**src/hw/rtl/lspb_pkg.sv**
```systemverilog
// Shared types and constants for the LED strip pixel buffer.
package lspb_pkg;

  // Command codes on in_command
  typedef enum logic [1:0] {
    CMD_SET  = 2'd0,
    CMD_FILL = 2'd1,
    CMD_SHOW = 2'd2,
    CMD_LOAD = 2'd3
  } cmd_t;

  // Configuration register indexes
  typedef enum logic [2:0] {
    REG_STRIP_LENGTH = 3'd0,
    REG_BRIGHTNESS   = 3'd1,
    REG_SLOT0        = 3'd2,
    REG_SLOT1        = 3'd3,
    REG_SLOT2        = 3'd4,
    REG_SLOT3        = 3'd5
  } reg_idx_t;

  // Slot channel selector codes
  localparam logic [2:0] CH_NONE  = 3'd0;
  localparam logic [2:0] CH_RED   = 3'd1;
  localparam logic [2:0] CH_GREEN = 3'd2;
  localparam logic [2:0] CH_BLUE  = 3'd3;
  localparam logic [2:0] CH_WHITE = 3'd4;

  localparam int NUM_SLOTS  = 4;
  localparam int DIV_STEPS  = 8;
  localparam logic [7:0] FULL_SCALE = 8'd255;

  // Controller states
  typedef enum logic [2:0] {
    ST_CLEAR,
    ST_IDLE,
    ST_DIV_LVL,
    ST_LOAD_CH,
    ST_DIV_CH,
    ST_WRITE,
    ST_SHOW
  } state_t;

  // Commands from controller to datapath
  typedef struct packed {
    logic accept;
    logic div_load_lvl;
    logic div_load_ch;
    logic div_step;
    logic clear_wr;
    logic mem_wr;
    logic mem_rd;
    logic cnt_inc;
  } ctl_t;

  // Status from datapath to controller
  typedef struct packed {
    logic cnt_lt_end;
    logic cnt_lt_len;
    logic clear_done;
  } sts_t;

endpackage

```
**src/hw/rtl/led_strip_pixel_buffer_core.sv**
```systemverilog
// LED strip pixel buffer: remaps and scales colors, stores pixels, streams them on show.
// Load raw word: one store write of in_color. Set pixel: two 8-step divider passes
// (255/level, then channel/divisor), one operand load and one store write. Fill: the same
// passes, then one store write per cycle for n pixels. Show: streams len words; each word
// is read from the store into a register before it is on the ports, one beat per cycle, the
// single store read port sets the pace. The receiver cannot stall. After reset the store is
// cleared one word per cycle, and the block is busy until the clearing pass ends.
module led_strip_pixel_buffer_core #(
  parameter int MAX_PIXELS = 64
) (
  input  logic        clk,
  input  logic        rst_n,
  input  logic        start,
  output logic        busy,
  input  logic [1:0]  in_command,
  input  logic [5:0]  in_pixel_index,
  input  logic [31:0] in_color,
  input  logic [6:0]  in_fill_count,
  output logic        out_valid,
  output logic [31:0] out_strip_word,
  output logic        out_last_word,
  input  logic        cfg_we,
  input  logic [2:0]  cfg_index,
  input  logic [7:0]  cfg_wdata
);

  lspb_pkg::ctl_t ctl;
  lspb_pkg::sts_t sts;

  lspb_ctrl u_ctrl (
    .clk        (clk),
    .rst_n      (rst_n),
    .start      (start),
    .in_command (in_command),
    .sts        (sts),
    .ctl        (ctl),
    .busy       (busy)
  );

  lspb_dp #(
    .MAX_PIXELS (MAX_PIXELS)
  ) u_dp (
    .clk            (clk),
    .rst_n          (rst_n),
    .ctl            (ctl),
    .sts            (sts),
    .in_command     (in_command),
    .in_pixel_index (in_pixel_index),
    .in_color       (in_color),
    .in_fill_count  (in_fill_count),
    .cfg_we         (cfg_we),
    .cfg_index      (cfg_index),
    .cfg_wdata      (cfg_wdata),
    .out_valid      (out_valid),
    .out_strip_word (out_strip_word),
    .out_last_word  (out_last_word)
  );

  // Every accepted command makes the block busy right after accept
  a_accept_busy: assert property (@(posedge clk) disable iff (!rst_n)
    (start && !busy) |=> busy)
    else $error("block idle right after accepting a command");

  // A beat only follows a store read issued while busy
  a_beat_busy: assert property (@(posedge clk) disable iff (!rst_n)
    out_valid |-> $past(busy))
    else $error("output beat without a show in progress");

  // The last flag only rides on a beat
  a_last_valid: assert property (@(posedge clk) disable iff (!rst_n)
    out_last_word |-> out_valid)
    else $error("last flag without a beat");

  // The clearing pass holds the block busy right after reset
  a_clear_busy: assert property (@(posedge clk) disable iff (!rst_n)
    $rose(rst_n) |-> busy)
    else $error("block not busy during the clearing pass");

endmodule

```
**src/hw/rtl/lspb_div_lane.sv**
```systemverilog
// One restoring divider lane, 8-bit by 8-bit, one quotient bit per cycle while step is high.
module lspb_div_lane (
  input  logic       clk,
  input  logic       load,
  input  logic       step,
  input  logic [7:0] dividend,
  input  logic [7:0] divisor,
  output logic [7:0] quotient
);

  logic [7:0] rem_r, rem_nxt;
  logic [7:0] dvd_r, dvd_nxt;
  logic [7:0] dsr_r, dsr_nxt;
  logic [8:0] trial;
  logic [8:0] diff;
  logic       ge;

  // Trial subtract of the next partial remainder
  always_comb begin
    trial = {rem_r, dvd_r[7]};
    diff  = trial - {1'b0, dsr_r};
    ge    = (trial >= {1'b0, dsr_r});
  end

  // Load operands or shift in one quotient bit
  always_comb begin
    rem_nxt = rem_r;
    dvd_nxt = dvd_r;
    dsr_nxt = dsr_r;
    if (load) begin
      rem_nxt = 8'd0;
      dvd_nxt = dividend;
      dsr_nxt = divisor;
    end else if (step) begin
      rem_nxt = ge ? diff[7:0] : trial[7:0];
      dvd_nxt = {dvd_r[6:0], ge};
    end
  end

  always_ff @(posedge clk) begin
    rem_r <= rem_nxt;
    dvd_r <= dvd_nxt;
    dsr_r <= dsr_nxt;
  end

  assign quotient = dvd_r;

endmodule

```
**src/hw/rtl/lspb_ctrl.sv**
```systemverilog
// Controller state machine: sequences clear, conversion, write and show.
module lspb_ctrl (
  input  logic                  clk,
  input  logic                  rst_n,
  input  logic                  start,
  input  logic [1:0]            in_command,
  input  lspb_pkg::sts_t        sts,
  output lspb_pkg::ctl_t        ctl,
  output logic                  busy
);

  lspb_pkg::state_t state_r, state_nxt;
  logic [2:0]       step_r, step_nxt;
  logic             accept;
  logic             last_step;

  assign accept    = start && (state_r == lspb_pkg::ST_IDLE);
  assign last_step = (step_r == 3'(lspb_pkg::DIV_STEPS - 1));

  // Next state
  always_comb begin
    state_nxt = state_r;
    unique case (state_r)
      lspb_pkg::ST_CLEAR: begin
        if (sts.clear_done) state_nxt = lspb_pkg::ST_IDLE;
      end
      lspb_pkg::ST_IDLE: begin
        if (start) begin
          unique case (lspb_pkg::cmd_t'(in_command))
            lspb_pkg::CMD_SET,
            lspb_pkg::CMD_FILL: state_nxt = lspb_pkg::ST_DIV_LVL;
            lspb_pkg::CMD_SHOW: state_nxt = lspb_pkg::ST_SHOW;
            lspb_pkg::CMD_LOAD: state_nxt = lspb_pkg::ST_WRITE;
          endcase
        end
      end
      lspb_pkg::ST_DIV_LVL: begin
        if (last_step) state_nxt = lspb_pkg::ST_LOAD_CH;
      end
      lspb_pkg::ST_LOAD_CH: state_nxt = lspb_pkg::ST_DIV_CH;
      lspb_pkg::ST_DIV_CH: begin
        if (last_step) state_nxt = lspb_pkg::ST_WRITE;
      end
      lspb_pkg::ST_WRITE: begin
        if (!sts.cnt_lt_end) state_nxt = lspb_pkg::ST_IDLE;
      end
      lspb_pkg::ST_SHOW: begin
        if (!sts.cnt_lt_len) state_nxt = lspb_pkg::ST_IDLE;
      end
    endcase
  end

  // Divider step count; wraps to zero after each phase
  always_comb begin
    step_nxt = step_r;
    if (state_r == lspb_pkg::ST_DIV_LVL || state_r == lspb_pkg::ST_DIV_CH) begin
      step_nxt = step_r + 3'd1;
    end
  end

  // Outputs
  always_comb begin
    ctl = '0;
    unique case (state_r)
      lspb_pkg::ST_CLEAR: begin
        ctl.clear_wr = 1'b1;
        ctl.cnt_inc  = 1'b1;
      end
      lspb_pkg::ST_IDLE: begin
        ctl.accept       = accept;
        ctl.div_load_lvl = accept &&
                           (in_command == lspb_pkg::CMD_SET ||
                            in_command == lspb_pkg::CMD_FILL);
      end
      lspb_pkg::ST_DIV_LVL,
      lspb_pkg::ST_DIV_CH: ctl.div_step = 1'b1;
      lspb_pkg::ST_LOAD_CH: ctl.div_load_ch = 1'b1;
      lspb_pkg::ST_WRITE: begin
        ctl.mem_wr  = sts.cnt_lt_end;
        ctl.cnt_inc = sts.cnt_lt_end;
      end
      lspb_pkg::ST_SHOW: begin
        ctl.mem_rd  = sts.cnt_lt_len;
        ctl.cnt_inc = sts.cnt_lt_len;
      end
    endcase
  end

  assign busy = (state_r != lspb_pkg::ST_IDLE);

  always_ff @(posedge clk) begin
    if (!rst_n) begin
      state_r <= lspb_pkg::ST_CLEAR;
      step_r  <= 3'd0;
    end else begin
      state_r <= state_nxt;
      step_r  <= step_nxt;
    end
  end

endmodule

```
**src/hw/rtl/lspb_dp.sv**
```systemverilog
// Datapath: config registers, color conversion lanes, pixel store and output beat.
module lspb_dp #(
  parameter int MAX_PIXELS = 64
) (
  input  logic                 clk,
  input  logic                 rst_n,
  input  lspb_pkg::ctl_t       ctl,
  output lspb_pkg::sts_t       sts,
  input  logic [1:0]           in_command,
  input  logic [5:0]           in_pixel_index,
  input  logic [31:0]          in_color,
  input  logic [6:0]           in_fill_count,
  input  logic                 cfg_we,
  input  logic [2:0]           cfg_index,
  input  logic [7:0]           cfg_wdata,
  output logic                 out_valid,
  output logic [31:0]          out_strip_word,
  output logic                 out_last_word
);

  localparam int AW  = (MAX_PIXELS > 1) ? $clog2(MAX_PIXELS) : 1;
  localparam int CWR = $clog2(MAX_PIXELS + 1);
  localparam int CW  = (CWR > 8) ? CWR : 8;

  // Configuration registers
  logic [6:0] strip_length_r;
  logic [7:0] brightness_r;
  logic [2:0] slot_sel_r [lspb_pkg::NUM_SLOTS];

  always_ff @(posedge clk) begin
    if (!rst_n) begin
      strip_length_r <= 7'd64;
      brightness_r   <= 8'd255;
      slot_sel_r[0]  <= lspb_pkg::CH_NONE;
      slot_sel_r[1]  <= lspb_pkg::CH_GREEN;
      slot_sel_r[2]  <= lspb_pkg::CH_RED;
      slot_sel_r[3]  <= lspb_pkg::CH_BLUE;
    end else if (cfg_we) begin
      case (lspb_pkg::reg_idx_t'(cfg_index))
        lspb_pkg::REG_STRIP_LENGTH: strip_length_r <= cfg_wdata[6:0];
        lspb_pkg::REG_BRIGHTNESS:
          brightness_r <= (cfg_wdata == 8'd0) ? 8'd1 : cfg_wdata;
        lspb_pkg::REG_SLOT0: slot_sel_r[0] <= cfg_wdata[2:0];
        lspb_pkg::REG_SLOT1: slot_sel_r[1] <= cfg_wdata[2:0];
        lspb_pkg::REG_SLOT2: slot_sel_r[2] <= cfg_wdata[2:0];
        lspb_pkg::REG_SLOT3: slot_sel_r[3] <= cfg_wdata[2:0];
        default: ;
      endcase
    end
  end

  // Length in use: strip length clipped to the store depth
  logic [CW-1:0] len;
  assign len = (CW'(strip_length_r) < CW'(MAX_PIXELS)) ? CW'(strip_length_r)
                                                       : CW'(MAX_PIXELS);

  // Latch the command, the color and the clipped range end on accept
  logic [1:0]    cmd_r;
  logic [31:0]   color_r;
  logic [CW-1:0] end_r;
  logic [7:0]    span;
  logic [CW-1:0] range_end;

  always_comb begin
    span      = 8'(in_pixel_index) +
                ((in_command == lspb_pkg::CMD_FILL) ? 8'(in_fill_count) : 8'd1);
    range_end = (CW'(span) > len) ? len : CW'(span);
  end

  always_ff @(posedge clk) begin
    if (ctl.accept) begin
      cmd_r   <= in_command;
      color_r <= in_color;
      end_r   <= range_end;
    end
  end

  // Address counter: start index on accept, zero for show and after reset
  logic [CW-1:0] cnt_r, cnt_nxt;

  always_comb begin
    cnt_nxt = cnt_r;
    if (ctl.accept) begin
      cnt_nxt = (in_command == lspb_pkg::CMD_SHOW) ? '0 : CW'(in_pixel_index);
    end else if (ctl.cnt_inc) begin
      cnt_nxt = cnt_r + CW'(1);
    end
  end

  always_ff @(posedge clk) begin
    if (!rst_n) begin
      cnt_r <= '0;
    end else begin
      cnt_r <= cnt_nxt;
    end
  end

  assign sts.cnt_lt_end = (cnt_r < end_r);
  assign sts.cnt_lt_len = (cnt_r < len);
  assign sts.clear_done = (cnt_r == CW'(MAX_PIXELS - 1));

  // Conversion lanes: first 255/level, then channel/divisor per slot
  logic [7:0] quot     [lspb_pkg::NUM_SLOTS];
  logic [7:0] chan     [lspb_pkg::NUM_SLOTS];
  logic [7:0] dividend [lspb_pkg::NUM_SLOTS];
  logic [7:0] divisor;

  assign divisor = ctl.div_load_lvl ? brightness_r : quot[0];

  for (genvar s = 0; s < lspb_pkg::NUM_SLOTS; s++) begin : g_lane
    // Pick the channel named by this slot's selector
    always_comb begin
      unique case (slot_sel_r[s])
        lspb_pkg::CH_RED:   chan[s] = color_r[7:0];
        lspb_pkg::CH_GREEN: chan[s] = color_r[15:8];
        lspb_pkg::CH_BLUE:  chan[s] = color_r[23:16];
        lspb_pkg::CH_WHITE: chan[s] = color_r[31:24];
        default:            chan[s] = 8'd0;
      endcase
      dividend[s] = ctl.div_load_lvl ? lspb_pkg::FULL_SCALE : chan[s];
    end

    lspb_div_lane u_lane (
      .clk      (clk),
      .load     (ctl.div_load_lvl | ctl.div_load_ch),
      .step     (ctl.div_step),
      .dividend (dividend[s]),
      .divisor  (divisor),
      .quotient (quot[s])
    );
  end

  // Slot 0 lands in the top byte
  logic [31:0] conv_word;
  assign conv_word = {quot[0], quot[1], quot[2], quot[3]};

  // Pixel store: one write or one read port per cycle, registered read
  logic [31:0] store [MAX_PIXELS];
  logic [31:0] wr_data;
  logic        wr_en;

  assign wr_en   = ctl.clear_wr | ctl.mem_wr;
  assign wr_data = ctl.clear_wr ? 32'd0 :
                   (cmd_r == lspb_pkg::CMD_LOAD) ? color_r : conv_word;

  logic [31:0] rd_data_r;

  always_ff @(posedge clk) begin
    if (wr_en) begin
      store[cnt_r[AW-1:0]] <= wr_data;
    end
    if (ctl.mem_rd) begin
      rd_data_r <= store[cnt_r[AW-1:0]];
    end
  end

  // Output beat strobe and last flag
  logic out_valid_r;
  logic out_last_r;

  always_ff @(posedge clk) begin
    if (!rst_n) begin
      out_valid_r <= 1'b0;
      out_last_r  <= 1'b0;
    end else begin
      out_valid_r <= ctl.mem_rd;
      out_last_r  <= ctl.mem_rd && ((cnt_r + CW'(1)) == len);
    end
  end

  assign out_valid      = out_valid_r;
  assign out_last_word  = out_last_r;
  assign out_strip_word = rd_data_r;

endmodule
```
**config.mk**
```make
export PLATFORM = sky130hd
export DESIGN_NAME = led_strip_pixel_buffer_core
export DESIGN_NICKNAME = d
export VERILOG_FILES = /design/src/hw/rtl/lspb_pkg.sv /design/src/hw/rtl/led_strip_pixel_buffer_core.sv /design/src/hw/rtl/lspb_div_lane.sv /design/src/hw/rtl/lspb_ctrl.sv /design/src/hw/rtl/lspb_dp.sv
export SDC_FILE = /design/constraint.sdc
export NUM_CORES = 2
export LEC_CHECK = 0
export BUFFER_PORTS_ARGS = -buffer_cell sky130_fd_sc_hd__buf_2
export CORE_MARGIN = 10
export CORE_UTILIZATION = 41
export DETAILED_ROUTE_END_ITERATION = 7
export HOLD_SLACK_MARGIN = 0.03
export PLACE_DENSITY = 0.53
export RECOVER_POWER = 25
export SLEW_MARGIN = 10
export SYNTH_ARGS = -nofsm -noshare
export SYNTH_HDL_FRONTEND = slang
export SYNTH_SLANG_ARGS = --single-unit
```
**constraint.sdc**
```tcl
create_clock -name clk -period 13.01 [get_ports clk]
set_input_delay 1.301 -clock clk [delete_from_list [all_inputs] [get_ports clk]]
set_output_delay 1.301 -clock clk [all_outputs]
set_load 0.1 [all_outputs]
```
Word-level counts from Yosys, hierarchy flattened --
Memories as Yosys holds them, arrays and structs flattened. A register that Yosys moved wholly into a read port is not among the register bits. Cells that the tools add are included.
Word-level totals: flip-flop bits (word level) 145, bits in writable memories 2060, input bits 62, memories 2
Operators by class: $add $sub $neg 7, order comparisons 8, eq/ne operators 41, mux-type cells 68, bitwise operators 6, reductions and logical operators 16
Memories:
- u_dp.store | words 64, width 32, rd ports 1, clocked after memory_dff 1, wr ports 1, RTL line lspb_dp.sv:138 | logic [31:0] store [MAX_PIXELS];
- u_dp.slot_sel_r | words 4, width 3, rd ports 4, clocked after memory_dff 0, wr ports 4, RTL line lspb_dp.sv:28 | logic [2:0] slot_sel_r [lspb_pkg::NUM_SLOTS];
Operators with widths (count):
- 8-bit 2-to-1 mux | 21
- 8-bit one-hot mux with 4 select lines | 4
- 32-bit 2-to-1 mux | 2
- 3-bit by 2-bit equality test with 1-bit output (second input constant) | 12
- 9-bit by 8-bit greater-or-equal comparator with 1-bit output | 4
- 8-bit subtractor | 4
- 3-bit equality test (second input constant) | 10
- 3-bit 2-to-1 mux | 10
- 1-bit 2-to-1 mux | 24
- 3-bit one-hot mux with 7 select lines | 1
- 3-bit by 1-bit equality test with 1-bit output (second input constant) | 6
- 8-bit less-than comparator | 2
- 7-bit 2-to-1 mux | 2
- 3-bit one-hot mux with 3 select lines | 1
- 6-bit by 8-bit adder with 8-bit output | 1
- 8-bit by 1-bit adder with 8-bit output (second input constant) | 1
- 8-bit by 6-bit equality test with 1-bit output (second input constant) | 1
- 8-bit equality test | 1
- 8-bit greater-than comparator | 1
- 8-bit zero test | 1
- 2-bit inequality test (second input constant) | 4
- 7-bit less-than comparator (second input constant) | 1
- 2-bit equality test (second input constant) | 3
- 3-bit zero test | 2
- 15 further kinds | 27

Logic depth before layout (Yosys ltp) --
depth after elaboration 6, mapped depth 14, depth with buffers taken out 14

By module --
Synthesis repeated with hierarchy kept, for this count alone.
Second synthesis, totals: cells, all modules 5329, area total of the unflattened synthesis 90818.4 um^2
By module, submodules not included:
- lspb_dp | times used 1, cells an instance 4802, area each 84967.7 um^2
- lspb_div_lane | times used 4, cells an instance 118, area each 1337.5 um^2
- lspb_ctrl | times used 1, cells an instance 55, area each 500.5 um^2

Least setup slack after synthesis --
OpenSTA, ideal clock, no wires.
path type input port to flip-flop, from in in_command[0], to reg u_dp.end_r[0], data pin, library setup time 0.260 ns, arrival 4.302 ns, required time 12.750 ns, slack 8.448 ns, stages on the path 14, path buffers 0, cell sequence nor2b_1 > nand2b_1 > ha_1 > fa_1 > a21o_1 > a21oi_1 > o21bai_1 > a21oi_1 > xor2_1 > ha_1 > nand4_1 > o22ai_1 > o22ai_1 > mux2_2
Between the ends: cells in the longest elaborated chain, start to end 5
Ends and longest elaborated chain:
- from (decl) | RTL line led_strip_pixel_buffer_core.sv:15 | input logic [1:0] in_command,
- 2-bit by 1-bit equality test with 1-bit output (*) | RTL line lspb_dp.sv:66 | ((in_command == lspb_pkg::CMD_FILL) ? 8'(in_fill_count) : 8'd1);
- 7-bit 2-to-1 mux (*) | RTL line lspb_dp.sv:66
- 6-bit by 8-bit adder with 8-bit output (*) | RTL line lspb_dp.sv:65 | span = 8'(in_pixel_index) +
- 8-bit greater-than comparator | RTL line lspb_dp.sv:67 | range_end = (CW'(span) > len) ? len : CW'(span);
- 8-bit 2-to-1 mux (*) | RTL line lspb_dp.sv:67
- net u_dp.range_end[0] | RTL line lspb_dp.sv:62 | logic [CW-1:0] range_end;
- to (signal assigned) | RTL line lspb_dp.sv:74 | end_r <= range_end;
- to (decl) | RTL line lspb_dp.sv:60 | logic [CW-1:0] end_r;
Mark *: on every way through the listed nets, which the timed path passes. The rest lies on a longest branch. A chain may end at the register's enable or synchronous reset.

Final worst setup path --
from reg u_ctrl.state_r[1], to mem u_dp.store[61][11], data pin
Between the ends: cells in the longest elaborated chain, start to end 3
Ends and longest elaborated chain:
- from (decl) | RTL line lspb_ctrl.sv:12 | lspb_pkg::state_t state_r, state_nxt;
- from (signal assigned) | RTL line lspb_ctrl.sv:93 | state_r <= lspb_pkg::ST_CLEAR;
- from (signal assigned) | RTL line lspb_ctrl.sv:96 | state_r <= state_nxt;
- 3-bit zero test | RTL line lspb_ctrl.sv:64 | unique case (state_r)
- 1-bit 2-to-1 mux | RTL line lspb_ctrl.sv:64
- 32-bit 2-to-1 mux | RTL line lspb_dp.sv:143 | assign wr_data = ctl.clear_wr ? 32'd0 :
- net u_dp.wr_data[11] | RTL line lspb_dp.sv:139 | logic [31:0] wr_data;
- to (decl) | RTL line lspb_dp.sv:138
The timed path passes the listed nets, and every way through them passes these cells.

==> results.md <==
* Arr. time, crit path at 6.45 ns
* Share of post-route cells with drive strength above 1 at 18.95%
* Clock tree from TritonCTS: yes
* Final WL at 320,700 um
* Grt ovf at 0
* Layout net count at 5,547
* Worst r2r path cells at 4
* Number of clock buffers inserted by TritonCTS at 228
* Post-route clock period utilization at 48.73%
* Post-CTS setup buffers at 0
* Drt first pass iters at 8
* CP max FO at 64
* Average size of a mapped cell at 17.17 um2
* Worst ir drop on vdd at 104.6 uV
* Number of max-cap violations at 30
* Worst clock skew on the final layout at 0.03321 ns
* Hold Path End: u_dp.strip_length_r[4]
* Post-Syn Nets at 5,354
* Effective utilization at floorplan at 41.27%
* Count of state elements after synthesis at 2,237
* Destination of the worst register-to-register timing path: u_dp.store[61][11]
* Vias per cell at 6.440
* Register-to-register setup slack at 6.67 ns
* Maximum buffer depth of the clock tree at 3
* Achievable frequency at 157.7 MHz
* Classification of the worst setup path: flop to flop
* Routed Antenna Nets at 0
* Final estimated routing congestion in global placement at 0.8404
* Total half-perimeter wirelength after legalization and detailed placement at 181,400 um
* Post-cts hold buffer count at 0
* Worst setup EP type: flop
* TritonCTS Sinks at 2,237
* Routed len/inst at 37.82 um
* DRC violations left at 0
* Instance count of the mapped netlist at 5,225
* Root buffer cell: sky130_fd_sc_hd__clkbuf_16
* Final hold violations at 0
* Die height at 487.8 um
* Final setup violation count at 0
* Sum of negative setup slack at 0 ns
* Worst skew pair latency at 0.88 ns
* Final setup slack of the worst path at 6.670 ns
* Total power at 15.88 mW
* Number of cells upsized or downsized after cts at 0
* Result of the run: finished with violations
* Final Max Tran Viols at 1,822
* Cell with the biggest individual delay on the critical path: sky130_fd_sc_hd__clkbuf_1
* Clk pin slew, worst setup/hold paths at 0.06 ns
* Layout overhead on the synthesized area at 13.40%
* Count of filler cells inserted in the layout at 18,520
* Num ports at 97
* Data required, critical path at 13.12 ns
* Synthesized cell area at 89,710 um2
* First-pass GRT wire length at 439,200 um
* Count of standard-cell rows at 171
* Antenna violations before repair at 21
* Most frequent cell on the critical path: sky130_fd_sc_hd__clkbuf_1
* Critical path, cell by cell: nor2_4 -> clkbuf_1 -> a21oi_4 -> clkbuf_1
* Transition time of the tightest slew-check pin at 4.281 ns
* Global router's overall resource usage at 26.21%
* Async set or reset register ratio after synthesis at 0%
* P per Cell Area at 156.1 nW/um2
* Number of enable flip-flop cells after synthesis at 2,174
* Dominant synthesized flop cell: sky130_fd_sc_hd__edfxtp_1
* Start point of the worst hold path: u_dp.strip_length_r[4]
* Largest stage delay on the critical path at 2.55 ns
* Failing checks: max-capacitance violations, max-slew violations
* Die outline width at 487.8 um
* Unique masters post-synth at 83
* YS warnings at 0
* Core outline area at 217,400 um2
* Cells on Worst Hold Path at 2
* Port Buf Inserts at 96
* Iteration-0 DRC count of the detailed router at 8,389
* Crit path launch type: flop
* Placement-stage worst setup slack at 7.891 ns
* Static leakage power at 32.36 nW
* H-tree level count at 4
* Most frequent standard cell in the layout excluding fill and tap cells: sky130_fd_sc_hd__edfxtp_1
* Time the worst path needs with I/O delays and setup at 6.340 ns
* Overall via count from detail_route at 54,620
* Commonest cells after routing, fill and taps aside: sky130_fd_sc_hd__edfxtp_1 (2,174), sky130_fd_sc_hd__nand2_1 (265), sky130_fd_sc_hd__mux2i_1 (244)
* Unrepaired setup endpoints after global routing: no
* Sequential fraction of the synthesis area at 74.17%
* Largest net degree at the start of global routing at 111
* Number of global-route vias before repair at 52,580
* Class of the tightest hold or removal check: flop to flop
* Worst-case headroom to the max-slew limit at -185.4%
* Startpoint of the lowest-slack register-to-register path: u_ctrl.state_r[1]
* Die area at 237,900 um2
synth_stat cells, drive strengths merged (14+ instances only):
cell type  instances  area share [%]
o221ai            14            0.14
nor2             246             1.0
a21oi            219             1.2
ha                62            0.86
nand2            266             1.1
a211oi            17            0.14
nand4             21            0.15
and2              18            0.13
buf              217             1.5
inv               44            0.18
a222oi            25            0.28
dfxtp             63             1.4
nand3             48            0.27
and3              18            0.13
nor2b             45            0.31
xor2              20            0.20
a31oi             16            0.11
o22ai            104            0.73
xnor2             17            0.17
edfxtp          2174              73
mux2i            244             2.7
o21ai            163            0.91
a32oi             22            0.21
mux2             167             2.1
nor3              29            0.17
a22o              37            0.36
o211ai            17            0.14
clkbuf           117            0.49
mux4             176             4.4
a221oi           190             1.9
nand2b            26            0.18
a22oi            165             1.4
a221o             58            0.65
flip-flops by register name, summed over array words and instances (netlist names), 2 cells and up:
signal	flops
u_dp.color_r	32
u_dp.g_lane.u_lane.rem_r	32
u_dp.g_lane.u_lane.dsr_r	8
u_dp.cnt_r	8
u_dp.cmd_r	2
u_dp.store	2048
u_dp.slot_sel_r	12
u_dp.brightness_r	8
u_dp.end_r	8
u_dp.out_strip_word	32
u_dp.g_lane.u_lane.quotient	32
u_ctrl.step_r	3
u_ctrl.state_r	3
u_dp.strip_length_r	7
cells by family after synthesis:
family | after synthesis | synth area share [%]
adder cells (fa/ha/maj) | 67 | 0.9763
other | 1 | 0.004180
AO/OA/AOI/OAI | 1150 | 9.136
multiplexers | 587 | 9.245
buffers and inverters | 378 | 2.202
AND/OR/NAND/NOR | 768 | 3.901
flip-flops | 2237 | 74.17
XOR/XNOR | 37 | 0.3612
stage by stage:
stage               instance area (um2)  utilization, %  hold slack (ns)  instances
detailed placement                94560           43.50           0.4449       8042
global placement                  94560           43.50           0.4423       8042
CTS                              101800           46.85           0.4536       8470
finish                           101700           46.80           0.4528       8480
floorplan                         89710               -           0.4258       5225
global route                     101700           46.79           0.4784       8472
how the worst max path moves through the flow:
stage                      startpoint                       to  slack [ns]  cells after the start
detailed placement      in_command[1]            u_dp.end_r[6]        7.89                     15
finish              u_ctrl.state_r[1]       u_dp.store[61][11]        6.67                      4
floorplan               in_command[0]            u_dp.end_r[0]        8.45                     14
global route        u_ctrl.state_r[1]       u_dp.store[61][11]        6.47                      4
CTS                     u_dp.cnt_r[1]  u_dp.out_strip_word[10]        7.90                      7
global placement        in_command[1]            u_dp.end_r[4]        7.86                     15
routing by layer:
metal	vias to the layer above	global-route usage, %	part of all wire [%]
met4	6	8.598	3.5
met1	28960	36.56	40
li1	21730	-	-
met3	574	6.228	11
met2	3341	40.54	46
met5	-	0	0.011
where the power goes:
| part | switching, mW | total (mW) | internal [mW] |
|---|---|---|---|
| registers | 0.0756 | 7.97 | 7.90 |
| logic | 0.911 | 1.45 | 0.538 |
| clock network | 2.84 | 6.46 | 3.63 |
worst max-delay path, delay by kind of cell (launching register included):
kind / cells / cell delay (ns)
compound gates: 1 / 0.56
simple gates: 1 / 0.06
buf+inv: 2 / 4.00
flops: 1 / 0.71
area by class of cell:
| cell class | instances | area, um2 | share of cell area (%) |
|---|---|---|---|
| diodes | 10 | 25.02 | 0.02460 |
| clock buffers | 289 | 5986 | 5.884 |
| clock inverters | 139 | 1289 | 1.267 |
| inverters | 44 | 175.2 | 0.1722 |
| multi-input cells | 2610 | 22180 | 21.80 |
| flip-flops and latches | 2237 | 66560 | 65.42 |
| well taps | 2854 | 3571 | 3.510 |
| repair buffers | 297 | 1957 | 1.924 |
(Power assumes the default switching activity.)
